--- src/rtl/crc16fr_pkg.sv ---
// ============================================================================
// crc16fr_pkg
// Types, codes and the CRC table function for the CRC-16 frame receiver.
// ============================================================================
`default_nettype none

package crc16fr_pkg;

    // Frame layout and protocol constants
    localparam logic [7:0]  PREAMBLE          = 8'h55;
    localparam logic [15:0] CRC_POLY          = 16'hC86C;
    localparam logic [7:0]  TYPE_POS          = 8'd0;
    localparam logic [7:0]  ADDRESS_POS       = 8'd1;
    localparam logic [7:0]  LENGTH_POS        = 8'd3;
    localparam logic [15:0] BROADCAST_ADDRESS = 16'h0000;

    // Address match list
    localparam int ADDRESS_SLOTS_DEFAULT = 5;
    localparam int NUM_ADDR_REGS         = 5;

    // Configuration port
    localparam int              CFG_INDEX_W       = 3;
    localparam int              CFG_DATA_W        = 16;
    localparam logic [CFG_INDEX_W-1:0] REG_OWN_ADDRESS = 3'd0;
    localparam logic [CFG_INDEX_W-1:0] REG_GAP_TIMEOUT = 3'd5;
    localparam logic [15:0]     GAP_TIMEOUT_RESET = 16'd10;

    typedef enum logic [2:0] {
        EV_IGNORED     = 3'd0,
        EV_FRAME_START = 3'd1,
        EV_BYTE_STORED = 3'd2,
        EV_ACCEPTED    = 3'd3,
        EV_CRC_ERROR   = 3'd4,
        EV_NOT_ADDR    = 3'd5
    } event_t;

    typedef struct packed {
        logic [7:0]  rx_byte;
        logic [15:0] idle_time;
    } rx_req_t;

    typedef struct packed {
        event_t      event_res;
        logic [7:0]  data_byte;
        logic [7:0]  byte_index;
        logic [7:0]  frame_type;
        logic [15:0] frame_address;
    } rx_res_t;

    // One entry of the MSB-first CRC table: eight shift steps on one byte
    function automatic logic [15:0] crc_table(input logic [7:0] idx);
        logic [15:0] c;
        c = {idx, 8'h00};
        for (int i = 0; i < 8; i++)
        begin
            if (c[15])
                c = {c[14:0], 1'b0} ^ CRC_POLY;
            else
                c = {c[14:0], 1'b0};
        end
        return c;
    endfunction

endpackage

`default_nettype wire

--- src/rtl/crc16_frame_receiver.sv ---
// ============================================================================
// crc16_frame_receiver
// Serial frame receiver with CRC-16 check and address filter.
// ============================================================================
// Takes one request per cycle (a received byte plus the idle time since the
// byte before it) unless stalled and returns exactly one result per request.
// The result is offered once it has been loaded into the result register. A
// request sits in an input register; from there one table CRC step, the field
// capture and the address compares run combinationally into the result
// register, so the sustained rate is one request per clock without a stall.
// The result register and the input register decouple the two sides: while a
// result waits to be taken, one more request is still accepted. Configuration
// is a plain write port: index 0 is the own address, 1..4 the group addresses
// (zero is an empty slot), 5 the gap timeout (reset 10); other indexes are
// dropped. Write only while idle.
// ============================================================================
`default_nettype none

module crc16_frame_receiver
    import crc16fr_pkg::*;
#(
    parameter int ADDRESS_SLOTS = ADDRESS_SLOTS_DEFAULT
)
(
    input  wire logic                   clk,
    input  wire logic                   rst_n,
    // request channel
    input  wire logic                   in_valid,
    output logic                        in_stall,
    input  wire rx_req_t                in_data,
    // result channel
    output logic                        out_valid,
    input  wire logic                   out_stall,
    output rx_res_t                     out_data,
    // configuration write port
    input  wire logic                   cfg_we,
    input  wire logic [CFG_INDEX_W-1:0] cfg_index,
    input  wire logic [CFG_DATA_W-1:0]  cfg_wdata
);

    // Slots past the address registers read as zero, which only repeats the
    // broadcast match, so compare against the stored ones alone.
    localparam int SlotCount = (ADDRESS_SLOTS < NUM_ADDR_REGS) ? ADDRESS_SLOTS
                                                               : NUM_ADDR_REGS;

    // ------------------------------------------------------------------
    // Configuration registers
    // ------------------------------------------------------------------
    logic [15:0] addr_reg [NUM_ADDR_REGS];
    logic [15:0] gap_timeout_reg;

    always_ff @(posedge clk or negedge rst_n)
    begin
        if (!rst_n)
        begin
            for (int i = 0; i < NUM_ADDR_REGS; i++)
                addr_reg[i] <= '0;
            gap_timeout_reg <= GAP_TIMEOUT_RESET;
        end
        else if (cfg_we)
        begin
            if (cfg_index < REG_GAP_TIMEOUT)
                addr_reg[cfg_index] <= cfg_wdata;
            else if (cfg_index == REG_GAP_TIMEOUT)
                gap_timeout_reg <= cfg_wdata;
        end
    end

    // ------------------------------------------------------------------
    // Input register
    // ------------------------------------------------------------------
    logic    req_valid_reg;
    rx_req_t req_reg;
    logic    out_valid_reg;
    rx_res_t res_reg;
    logic    res_free;
    logic    advance;

    // Result register can load when empty or being drained this cycle
    assign res_free = !out_valid_reg || !out_stall;
    assign advance  = req_valid_reg && res_free;
    // Hold off the sender only when the input register cannot move on
    assign in_stall = req_valid_reg && !res_free;

    always_ff @(posedge clk or negedge rst_n)
    begin
        if (!rst_n)
            req_valid_reg <= 1'b0;
        else if (!in_stall)
            req_valid_reg <= in_valid;
    end

    always_ff @(posedge clk)
    begin
        if (in_valid && !in_stall)
            req_reg <= in_data;
    end

    // ------------------------------------------------------------------
    // Frame state
    // ------------------------------------------------------------------
    logic        receiving_reg,  receiving_next;
    logic [7:0]  count_reg,      count_next;
    logic [15:0] crc_reg,        crc_next;
    logic [7:0]  length_reg,     length_next;
    logic [7:0]  type_reg,       type_next;
    logic [15:0] dest_reg,       dest_next;
    logic [7:0]  prev_reg,       prev_next;
    rx_res_t     res_next;

    logic [7:0]  b;
    logic        resync;
    logic        past_header;
    logic        addr_hit;

    always_comb
    begin
        b              = req_reg.rx_byte;
        resync         = (req_reg.idle_time >= gap_timeout_reg) || !receiving_reg;

        receiving_next = receiving_reg;
        count_next     = count_reg;
        crc_next       = crc_reg;
        length_next    = length_reg;
        type_next      = type_reg;
        dest_next      = dest_reg;
        prev_next      = prev_reg;
        past_header    = 1'b0;
        addr_hit       = 1'b0;

        res_next.data_byte = b;

        if (resync)
        begin
            // Drop any partial frame; open a new one only on the preamble
            count_next     = '0;
            crc_next       = '0;
            length_next    = '0;
            type_next      = '0;
            dest_next      = '0;
            receiving_next = (b == PREAMBLE);
            res_next.event_res     = receiving_next ? EV_FRAME_START : EV_IGNORED;
            res_next.byte_index    = '0;
            res_next.frame_type    = '0;
            res_next.frame_address = '0;
        end
        else
        begin
            // Capture the header field at this position
            if (count_reg == TYPE_POS)
                type_next = b;
            else if (count_reg == ADDRESS_POS)
                dest_next = {dest_reg[15:8], b};
            else if (count_reg == ADDRESS_POS + 8'd1)
                dest_next = {b, dest_reg[7:0]};
            else if (count_reg == LENGTH_POS)
                length_next = b;

            count_next  = count_reg + 8'd1;
            past_header = count_next > LENGTH_POS;

            // Skip the CRC for the two trailing check bytes
            if (!(past_header && ({1'b0, count_next} + 9'd1 >= {1'b0, length_next})))
                crc_next = crc_table(crc_reg[15:8] ^ b) ^ {crc_reg[7:0], 8'h00};

            addr_hit = (dest_next == BROADCAST_ADDRESS);
            for (int i = 0; i < SlotCount; i++)
                if (addr_reg[i] == dest_next)
                    addr_hit = 1'b1;

            res_next.event_res = EV_BYTE_STORED;
            if (past_header && (count_next >= length_next))
            begin
                // Close the frame: address filter wins over the CRC check
                receiving_next = 1'b0;
                if (!addr_hit)
                    res_next.event_res = EV_NOT_ADDR;
                else if ((crc_next[7:0] == b) && (crc_next[15:8] == prev_reg))
                    res_next.event_res = EV_ACCEPTED;
                else
                    res_next.event_res = EV_CRC_ERROR;
            end
            prev_next = b;

            res_next.byte_index    = count_reg;
            res_next.frame_type    = type_next;
            res_next.frame_address = dest_next;
        end
    end

    always_ff @(posedge clk or negedge rst_n)
    begin
        if (!rst_n)
        begin
            receiving_reg <= 1'b0;
            count_reg     <= '0;
            crc_reg       <= '0;
            length_reg    <= '0;
            type_reg      <= '0;
            dest_reg      <= '0;
            prev_reg      <= '0;
        end
        else if (advance)
        begin
            receiving_reg <= receiving_next;
            count_reg     <= count_next;
            crc_reg       <= crc_next;
            length_reg    <= length_next;
            type_reg      <= type_next;
            dest_reg      <= dest_next;
            prev_reg      <= prev_next;
        end
    end

    // ------------------------------------------------------------------
    // Result register
    // ------------------------------------------------------------------
    always_ff @(posedge clk or negedge rst_n)
    begin
        if (!rst_n)
            out_valid_reg <= 1'b0;
        else if (res_free)
            out_valid_reg <= req_valid_reg;
    end

    always_ff @(posedge clk)
    begin
        if (advance)
            res_reg <= res_next;
    end

    assign out_valid = out_valid_reg;
    assign out_data  = res_reg;

endmodule

`default_nettype wire

--- config.mk ---
export PLATFORM = sky130hd
export DESIGN_NAME = crc16_frame_receiver
export DESIGN_NICKNAME = d
export VERILOG_FILES = /design/src/rtl/crc16fr_pkg.sv /design/src/rtl/crc16_frame_receiver.sv
export SDC_FILE = /design/constraint.sdc
export NUM_CORES = 1
export LEC_CHECK = 0
export BUFFER_PORTS_ARGS = -buffer_cell sky130_fd_sc_hd__buf_2
export CAP_MARGIN = 20
export CORE_MARGIN = 5
export CORE_UTILIZATION = 61
export CTS_CLUSTER_SIZE = 25
export DETAILED_ROUTE_END_ITERATION = 12
export PLACE_DENSITY = 0.88
export SLEW_MARGIN = 20
export SYNTH_ARGS = -nofsm -noshare
export SYNTH_HDL_FRONTEND = slang
export SYNTH_SLANG_ARGS = --single-unit
--- constraint.sdc ---
create_clock -name clk -period 5.5 [get_ports clk]
set_input_delay 1.1 -clock clk [delete_from_list [all_inputs] [get_ports clk]]
set_output_delay 1.1 -clock clk [all_outputs]
set_load 0.1 [all_outputs]
==> out/qor.txt <==
STATUS
-------------------------------------------------------------------------------------------------
Result of the run                                                                    complete, no violations

WORST SETUP PATH
-------------------------------------------------------------------------------------------------
CP startpoint                                                                        count_reg[0]$_DFFE_PN0P_
Worst reg2reg path startpoint                                                        count_reg[0]$_DFFE_PN0P_
Reg-to-reg slack, setup                                                                    370 ps
Req. time, crit path                                                                      5870 ps
Crit path launch type                                                                        flop
Type of the setup path with the least slack                                            reg -> reg
Data arrival at the endpoint of the critical path                                         5500 ps
Endpoint of the worst register-to-register path                                      out_data[40]$_DFFE_PP_
Endpoint of the worst setup timing path                                              out_data[40]$_DFFE_PP_
Capturing element type of the critical path                                                  flop
Highest net fanout along the worst path                                                        12
Cell count of the worst reg-to-reg path                                                        15

PLACE
-------------------------------------------------------------------------------------------------
Quantity of I/O buffers inserted on ports                                                      92
Final Wtd Congestion                                                                        0.930
Placed instance area                                                                  13100 sq um
Post-DP HPWL                                                                              20.7 mm

CLOCK TREE
-------------------------------------------------------------------------------------------------
Longest Clk Path Bufs                                                                           3
Total of cells resized after clock tree synthesis                                               0
Sinks on the clock net                                                                        230
Number of hold buffers added after CTS                                                          0
Clock transition at path regs                                                               60 ps
Clock root cell                                                                      sky130_fd_sc_hd__clkbuf_16
Number of buffers added for setup after CTS                                                     0
Clock latency reported for the late side of the worst-skew pair                            530 ps
TritonCTS clock tree                                                                        built
Max H-tree Level                                                                                1
TritonCTS Buffers                                                                              25

LOGIC SYNTHESIS
-------------------------------------------------------------------------------------------------
Synthesized area divided by synthesized cell count                                     11.4 sq um
Synth Area in Simple Gates                                                                  9.70%
Cell count after synthesis                                                                   1088
Multiplexer share of the synthesized area                                                   11.1%
Nets in the synthesized netlist                                                              1174
Ys async rst share                                                                          70.9%
Sequential share of the synthesized area                                                    49.3%
Synth Area in Compound Gates                                                                10.3%
Top flip-flop cell by instance count after synthesis                                 sky130_fd_sc_hd__dfrtp_1
Largest family of logic cells by synthesized area                                    XOR/XNOR gates
Adder-Cell Fraction of Synth Area                                                           3.85%
Number of distinct library cell variants in the gate-level netlist after synthesis             71
Count of flip-flops with a built-in enable after synthesis                                     67
Yosys Warn Count                                                                                0
Synth Register Bits                                                                           230
Post-synthesis share of cell area spent on xor and xnor gates                               12.4%
Summed instance area of the synthesized netlist                                       12400 sq um

STA
-------------------------------------------------------------------------------------------------
Clock skew                                                                                8.70 ps
Count of final hold-check violations                                                            0
Final setup TNS                                                                              0 ps
Final critical-path share of the clock period                                               93.3%
Count of final setup violators                                                                  0
Time the worst path needs with I/O delays and setup                                       5130 ps
Unrepaired setup endpoints after global routing                                             false
Total count of max-transition violations in the final report                                    0
Slew Limit Headroom                                                                         30.5%
Tightest Pin Transition                                                                   1040 ps
Top achievable clock speed                                                                195 MHz

FINAL LAYOUT
-------------------------------------------------------------------------------------------------
Ant diodes                                                                                      0
Number of flip-flops in the largest register                                                   80
Count of nets after finishing                                                                1255
Final instance area                                                                   14000 sq um
Register area                                                                          6090 sq um
# fillers                                                                                    1385
Area grow syn2layout                                                                        13.2%
Multi-input logic area                                                                 5880 sq um
Ratio of cells with drive above 1 in the final layout                                       23.6%

FLOORPLANNING
-------------------------------------------------------------------------------------------------
Std-Cell Core Area                                                                    20100 sq um
Initial Util                                                                                61.5%
Die outline area                                                                      23200 sq um
Boundary pin count                                                                             93
Chip Width                                                                                 152 um
Height of the chip                                                                         152 um
Cell row count                                                                                 52

DETAILED ROUTING
-------------------------------------------------------------------------------------------------
Number of iterations in the first detailed-routing pass                                         6
Number of vias in the routed layout                                                          9008
First-iteration detailed-routing DRC count                                                    893
DR DRC count                                                                                    0
Remaining antenna violation count after routing                                                 0
Total wire length                                                                         30.2 mm
Average via count per standard cell                                                          6.18
Detail-routed net length per standard cell                                                20.7 um

GLOBAL ROUTING
-------------------------------------------------------------------------------------------------
Via count of the first global-routing pass                                                   9095
Gr ovfl total                                                                                   0
First-pass GRT wire length                                                                48.5 mm
Largest net degree at the start of global routing                                              69
Global router's overall resource usage                                                      25.6%
Antenna violations before repair                                                                0

POWER
-------------------------------------------------------------------------------------------------
Maximum ir drop on the vdd rail                                                          0.337 mV
Power Dens Cells                                                                      344 nW/um^2
Sum of internal, switching and leakage power                                              4.81 mW
Leakage dissipation                                                                       6.06 nW

JOB
-------------------------------------------------------------------------------------------------
Max-cap violations                                                                              0

WORST HOLD PATH
-------------------------------------------------------------------------------------------------
Tightest Hold Check Type                                                               reg -> reg

## through the flow
| stage | util (%) | hold slack (ps) | instances | setup WS, ps |
|---|---|---|---|---|
| floorplan | - | 421 | 1088 | 1410 |
| global placement | 65.2 | 432 | 1412 | 736 |
| detailed placement | 65.2 | 441 | 1412 | 485 |
| CTS | 69.6 | 448 | 1458 | 470 |
| global route | 69.6 | 459 | 1458 | 68.0 |
| finish | 69.6 | 443 | 1458 | 366 |
## final cells by class
type / instances / share of cell area, %
Multi-Input combinational cell: 750 / 42.0
Timing Repair Buffer: 110 / 4.30
Clock inverter: 11 / 0.876
Sequential cell: 230 / 43.5
Inverter: 52 / 1.39
Tap cell: 270 / 2.41
Clock buffer: 35 / 5.46
## logic make-up after synthesis
kind of cell             count (synthesis)
AO/OA/AOI/OAI                          184
XOR/XNOR                               163
adder cells (fa/ha/maj)                 38
buffers and inverters                  108
flip-flops                             230
multiplexers                           125
AND/OR/NAND/NOR                        240
## report_power, final
| group | switching [mW] | internal (mW) |
|---|---|---|
| registers | 0.159 | 1.97 |
| clock network | 0.687 | 1.07 |
| logic | 0.548 | 0.380 |
## synth_stat cells (12+ instances only)
cell	instances	area (sq um)
sky130_fd_sc_hd__edfxtp_1	67	2010
sky130_fd_sc_hd__nor2_1	60	225
sky130_fd_sc_hd__nand2_1	61	229
sky130_fd_sc_hd__nand3_1	22	110
sky130_fd_sc_hd__clkbuf_1	40	150
sky130_fd_sc_hd__o22ai_1	15	93.8
sky130_fd_sc_hd__o31ai_1	35	263
sky130_fd_sc_hd__dfrtp_1	161	4030
sky130_fd_sc_hd__and2_1	12	75.1
sky130_fd_sc_hd__nand4_1	17	106
sky130_fd_sc_hd__xnor2_1	87	762
sky130_fd_sc_hd__a21oi_1	29	145
sky130_fd_sc_hd__xor2_1	67	587
sky130_fd_sc_hd__ha_1	38	475
sky130_fd_sc_hd__mux2i_1	28	280
sky130_fd_sc_hd__o21ai_0	36	180
sky130_fd_sc_hd__inv_1	50	188
sky130_fd_sc_hd__nor3_1	20	100
sky130_fd_sc_hd__mux2_2	97	1090
## worst max-delay path: stages (launching register included)
cell and delay [ps]:
sky130_fd_sc_hd__dfrtp_1 540, sky130_fd_sc_hd__inv_1 240, sky130_fd_sc_hd__ha_1 300, sky130_fd_sc_hd__nor4_2 430, sky130_fd_sc_hd__nand4_1 580, sky130_fd_sc_hd__mux2_2 530, sky130_fd_sc_hd__ha_1 290, sky130_fd_sc_hd__a21bo_2 200
sky130_fd_sc_hd__a211oi_1 350, sky130_fd_sc_hd__o21ai_0 160, sky130_fd_sc_hd__a21oi_1 320, sky130_fd_sc_hd__or2_2 290, sky130_fd_sc_hd__o2111a_1 210, sky130_fd_sc_hd__o21ai_0 100, sky130_fd_sc_hd__or2_0 240, sky130_fd_sc_hd__a31oi_1 190
## layer usage
metal	vias up	GRT usage, %	part of all wire [%]
met2	438	42.4	48
met5	-	0	0
met3	101	5.17	7.9
li1	4061	-	-
met4	0	9.93	4.5
met1	4408	33.4	40
## placed cells by master (no fill, tap or decap), types with 6 or more instances in the layout
master / n
sky130_fd_sc_hd__a21o_1: 6
sky130_fd_sc_hd__a21oi_1: 29
sky130_fd_sc_hd__a22o_1: 11
sky130_fd_sc_hd__and2_1: 11
sky130_fd_sc_hd__buf_2: 91
sky130_fd_sc_hd__buf_4: 18
sky130_fd_sc_hd__clkbuf_16: 26
sky130_fd_sc_hd__clkbuf_8: 8
sky130_fd_sc_hd__dfrtp_1: 161
sky130_fd_sc_hd__edfxtp_1: 67
sky130_fd_sc_hd__ha_1: 38
sky130_fd_sc_hd__inv_1: 50
sky130_fd_sc_hd__mux2_2: 97
sky130_fd_sc_hd__mux2i_1: 28
sky130_fd_sc_hd__nand2_1: 60
sky130_fd_sc_hd__nand2b_1: 6
sky130_fd_sc_hd__nand3_1: 22
sky130_fd_sc_hd__nand4_1: 17
sky130_fd_sc_hd__nor2_1: 60
sky130_fd_sc_hd__nor3_1: 18
sky130_fd_sc_hd__nor4_1: 10
sky130_fd_sc_hd__o21a_1: 7
sky130_fd_sc_hd__o21ai_0: 36
sky130_fd_sc_hd__o22ai_1: 15
sky130_fd_sc_hd__o31ai_1: 35
sky130_fd_sc_hd__xnor2_1: 87
sky130_fd_sc_hd__xor2_1: 67
## worst min-delay path by stage
stage	from	to	slack, ps	cells after the start
floorplan	b[3]$_DFFE_PP_	out_data[35]$_DFFE_PP_	420	0
global placement	b[7]$_DFFE_PP_	out_data[39]$_DFFE_PP_	430	0
detailed placement	b[5]$_DFFE_PP_	out_data[37]$_DFFE_PP_	440	0
CTS	b[5]$_DFFE_PP_	out_data[37]$_DFFE_PP_	450	0
global route	b[5]$_DFFE_PP_	out_data[37]$_DFFE_PP_	460	0
finish	b[5]$_DFFE_PP_	out_data[37]$_DFFE_PP_	440	0
Note: power is estimated with default switching activity, not from simulation.
